### config.mk
export PLATFORM = sky130hd
export DESIGN_NAME = pre_urem
export DESIGN_NICKNAME = d
export VERILOG_FILES = /design/src/pre_urem.sv
export SDC_FILE = /design/constraint.sdc
export NUM_CORES = 1
export LEC_CHECK = 0
export ABC_CLOCK_PERIOD_IN_PS = 3000
export BUFFER_PORTS_ARGS = -buffer_cell sky130_fd_sc_hd__clkbuf_2
export CORE_UTILIZATION = 38
export CTS_CLUSTER_SIZE = 14
export DETAILED_ROUTE_END_ITERATION = 10
export PLACE_DENSITY_LB_ADDON = 0.08
export SYNTH_ARGS = -nofsm -noshare
export SYNTH_HDL_FRONTEND = slang
export SYNTH_SLANG_ARGS = --single-unit
### constraint.sdc
create_clock -name clk -period 3 [get_ports clk]
set_input_delay 0.45 -clock clk [delete_from_list [all_inputs] [get_ports clk]]
set_output_delay 0.45 -clock clk [all_outputs]
set_load 0.1 [all_outputs]
### src/pre_urem.sv
`timescale 1ns / 1ps
// ---------------------------------------------------------------------------
// pre_urem
// Restoring remainder unit, one dividend bit per cycle.
// ---------------------------------------------------------------------------
module pre_urem #(
  parameter int A_W = 10,
  parameter int B_W = 11
) (
  input  logic           clk,
  input  logic           rst_n,
  input  logic           start,
  input  logic [A_W-1:0] dividend,
  input  logic [B_W-1:0] divisor,
  output logic           done,
  output logic [B_W-1:0] remainder
);

  localparam int CW = $clog2(A_W + 1);

  logic           busy_r, busy_nxt;
  logic           done_r, done_nxt;
  logic [CW-1:0]  cnt_r, cnt_nxt;
  logic [A_W-1:0] quo_r, quo_nxt;
  logic [B_W-1:0] rem_r, rem_nxt;
  logic [B_W-1:0] div_r, div_nxt;
  logic [B_W:0]   trial;

  always_comb begin
    busy_nxt = busy_r;
    done_nxt = 1'b0;
    cnt_nxt  = cnt_r;
    quo_nxt  = quo_r;
    rem_nxt  = rem_r;
    div_nxt  = div_r;
    trial    = {rem_r, quo_r[A_W-1]};
    if (start) begin
      busy_nxt = 1'b1;
      cnt_nxt  = CW'(A_W);
      quo_nxt  = dividend;
      rem_nxt  = '0;
      div_nxt  = divisor;
    end else if (busy_r) begin
      if (trial >= {1'b0, div_r}) begin
        trial = trial - {1'b0, div_r};
      end
      rem_nxt = trial[B_W-1:0];
      quo_nxt = quo_r << 1;
      cnt_nxt = cnt_r - 1'b1;
      if (cnt_r == CW'(1)) begin
        busy_nxt = 1'b0;
        done_nxt = 1'b1;
      end
    end
  end

  always_ff @(posedge clk) begin
    if (!rst_n) begin
      busy_r <= 1'b0;
      done_r <= 1'b0;
      cnt_r  <= '0;
    end else begin
      busy_r <= busy_nxt;
      done_r <= done_nxt;
      cnt_r  <= cnt_nxt;
    end
  end

  always_ff @(posedge clk) begin
    quo_r <= quo_nxt;
    rem_r <= rem_nxt;
    div_r <= div_nxt;
  end

  assign done      = done_r;
  assign remainder = rem_r;

endmodule

==> flow_summary.rst <==
.. list-table::
   :header-rows: 1

   * - Metric
     - Value
   * - Peak Freq
     - 377.2 MHz
   * - Gr usage total
     - 0.1667
   * - Pwr per Cell Area
     - 552.1 nW/um^2
   * - Number of global-route vias before repair
     - 1,445
   * - Placer Congestion
     - 0.7989
   * - Type of the worst setup path
     - flip-flop to flip-flop
   * - Flip-flop and latch area
     - 972.2 sq um
   * - Library cell contributing the largest single delay on the critical path
     - fa_1
   * - Least setup slack across all paths after layout
     - 349.0 ps
   * - Number of standard cells after synthesis
     - 200
   * - Adder-cell share of the synthesized area
     - 0.08881
   * - Clock transition time at the flip-flop clock pins of the worst setup and hold paths
     - 80 ps
   * - Final layout net count
     - 278
   * - First-pass GRT wire length
     - 6893 microns
   * - Biggest cell delay along the critical path
     - 400 ps
   * - Transition time at the pin with the least slew margin
     - 545.6 ps
   * - Max_slew headroom
     - 0.6378
   * - Yosys Warn Count
     - 0
   * - Max-Cap Viols
     - 0
   * - Critical path data arrival time
     - 2860 ps
   * - Port buffer count
     - 35
   * - Async set-or-reset flop fraction in the synthesized netlist
     - 0
   * - Ratio of cells with drive above 1 in the final layout
     - 0.2531
   * - Die Y-Extent
     - 75.58 microns
   * - Xor-xnor portion of the synthesized cell area
     - 0.02981
   * - Max IR drop VDD
     - 0.2484 mV
   * - Leading cell type in the layout, fill and taps excluded
     - clkbuf_2
   * - Via total after detailed routing
     - 1,563
   * - Antenna cell count
     - 0
   * - Drt via density
     - 5.026
   * - Leakage power
     - 0.001073 uW
   * - Floorplan die width
     - 75.58 microns
   * - Number of remaining DRC errors
     - 0
   * - Area of the multi-input gates
     - 996.0 sq um
   * - Setup Skew
     - 5.154 ps
   * - Sort of element at the end of the critical path
     - flip-flop
   * - Max Buffers Root-to-Sink
     - 2
   * - Unrepaired setup endpoints after global routing
     - false
   * - Floorplan core area
     - 5172 sq um
   * - Final-report setup violation count
     - 0
   * - Row count
     - 26
   * - Fin. max-slew vios
     - 0
   * - Internal power
     - 1006 uW
   * - Largest family of logic cells by synthesized area
     - compound AO/OA/AOI/OAI gates
   * - Proportion of total power due to net switching
     - 0.2551
   * - Synthesized area
     - 2057 sq um
   * - Maximum number of pins on one net before global-route repair
     - 21
   * - Area fraction in compound gates after synthesis
     - 0.1715
   * - Final Total Pwr
     - 1351 uW
   * - Count of different cell masters after synthesis
     - 46
   * - First-iteration detailed-routing DRC count
     - 79
   * - CTS resizes
     - 0
   * - Synth Register Bits
     - 38
   * - Area Growth Syn to Fin
     - 18.92%
   * - Number of ports placed on the die boundary
     - 36
   * - Share of the yosys chip area belonging to registers
     - 0.4720
   * - Post-synthesis mux area share
     - 0.05900
   * - Required time of the worst setup path
     - 3210 ps
   * - Area enclosed by the die boundary
     - 5712 sq um
   * - Most used cells in the layout excluding fill and tap cells
     - 35 x clkbuf_2, 21 x edfxtp_1, 18 x inv_1
   * - Worst-case setup slack after placement
     - 378.0 ps
   * - Post-DRT Antenna Nets
     - 0
   * - Hold Buf Count CTS
     - 0
   * - Tcrit/Tclk final
     - 0.8837
   * - Antenna violations before repair
     - 0
   * - TritonCTS clock tree
     - done
   * - Hpwl dp
     - 3200 microns
   * - WP buf/inv
     - 1
   * - Filler instances
     - 503
   * - Clock power frac
     - 0.379
   * - Type of the most critical hold path
     - input pin to flip-flop
   * - GR Overflow Total
     - 0
   * - Synthesized area per cell
     - 10.28 sq um
   * - Setup Fix Bufs, Post-CTS
     - 0
   * - Main flop type after synthesis
     - edfxtp_1
   * - Final total negative setup slack
     - 0 ps
   * - Part of the power in registers
     - 0.452
   * - Dominant delay contributor by cell family on the critical path
     - simple AND/OR/NAND/NOR gates
   * - Number of levels the H-tree was split into
     - 2
   * - Logic gate share of total power
     - 0.169
   * - Root buf cell
     - clkbuf_8
   * - Chain of cells forming the critical path
     - inv_1, ha_1, fa_1, and2b_1, o22ai_2, a211o_2, and2_4, or3b_1, a311oi_2
   * - Initial Util
     - 0.3977
   * - Number of synthesized flops with an enable pin
     - 21
   * - Max Fanout on Critical Path
     - 9
   * - Crit path time final
     - 2651 ps
   * - Source-to-sink clock delay at the later pin of the worst-skew pair
     - 290 ps
   * - Routed wirelength normalized by instance count
     - 13.69 microns
   * - Hold Vio Cnt, Final
     - 0
   * - Sinks on the clock net
     - 38
   * - Outcome
     - complete, no violations
   * - 1st-pass router iterations
     - 4
   * - Post-synthesis simple-gate area fraction
     - 0.1350
   * - Switching pwr
     - 344.6 uW
   * - Total Wirelength
     - 4257 microns
   * - Kind of start point of the critical path
     - flip-flop
   * - Cts bufs inserted
     - 5
   * - Syn nets
     - 238
-- metal layers --
metal	wire, microns	global-route usage	up-vias
li1	-	-	805
met3	137	0.04101	7
met5	0	0	-
met1	2149	0.2207	723
met4	65	0.06173	0
met2	1904	0.2649	28
-- cell usage after synthesis, types with 4 or more instances --
cell type / instances / area share
xor2_1: 4 / 0.017
nand2_1: 15 / 0.027
nor2_1: 16 / 0.029
o21a_1: 6 / 0.022
o21ai_0: 14 / 0.034
edfxtp_1: 21 / 0.31
dfxtp_1: 17 / 0.17
a21oi_1: 13 / 0.032
nor3_1: 4 / 0.0097
mux2_2: 9 / 0.049
ha_1: 13 / 0.079
inv_1: 18 / 0.033
-- power by group through the flow --
| stage | sequential (uW) | clock, uW | combinational (uW) |
|---|---|---|---|
| finish | 610 | 512 | 229 |
| global route | 615 | 548 | 255 |
| CTS | 611 | 529 | 231 |
| detailed placement | 623 | 0 | 230 |
| global placement | 622 | 0 | 231 |
| floorplan | 655 | 0 | 138 |
-- flip-flops by register name, indices dropped and copies added (netlist names) --
| name | flops |
|---|---|
| done | 1 |
| busy_r | 1 |
| remainder | 11 |
| cnt_r | 4 |
| div_r | 11 |
| quo_r | 10 |
-- cell type report --
class / count / area share
multi-input combinational: 140 / 0.4072
clock inverter: 3 / 0.02609
inverter: 18 / 0.02762
clock buffer: 5 / 0.02813
tap: 70 / 0.03581
timing repair buffer: 37 / 0.07775
sequential: 38 / 0.3974
-- worst register-to-register path, cell delays in order (launching register included) --
cell and delay (ps):
edfxtp_1 350, inv_1 50, ha_1 220, fa_1 400
and2b_1 240, o22ai_2 110, a211o_2 400, and2_4 200
or3b_1 390, a311oi_2 230
-- per-stage QoR --
step	instance area [sq um]	hold WS, ps	std cells	utilization
floorplan	2058	502.8	200	-
global placement	2313	508.1	303	0.4473
detailed placement	2313	504.5	303	0.4473
CTS	2446	315.2	311	0.4729
global route	2446	307.8	311	0.4729
finish	2446	328.5	311	0.4729
-- kinds of logic after synthesis --
logic type | Yosys count
XOR/XNOR | 7
AO/OA/AOI/OAI | 52
buffers and inverters | 22
AND/OR/NAND/NOR | 56
adder cells (fa/ha/maj) | 14
multiplexers | 11
flip-flops | 38
-- path summary, 6_finish.rpt --
kind	cells past startpoint	from	to	slack [ps]
worst max register to register	9	quo_r[9]$_DFFE_PP_	remainder[6]$_SDFFE_PP0P_	350
worst min register to register	2	remainder[9]$_SDFFE_PP0P_	remainder[9]$_SDFFE_PP0P_	510
worst min-delay path	1	divisor[0]	div_r[0]$_DFFE_PP_	330
worst max-delay path	9	quo_r[9]$_DFFE_PP_	remainder[6]$_SDFFE_PP0P_	350
Note: power is estimated with default switching activity, not from simulation.
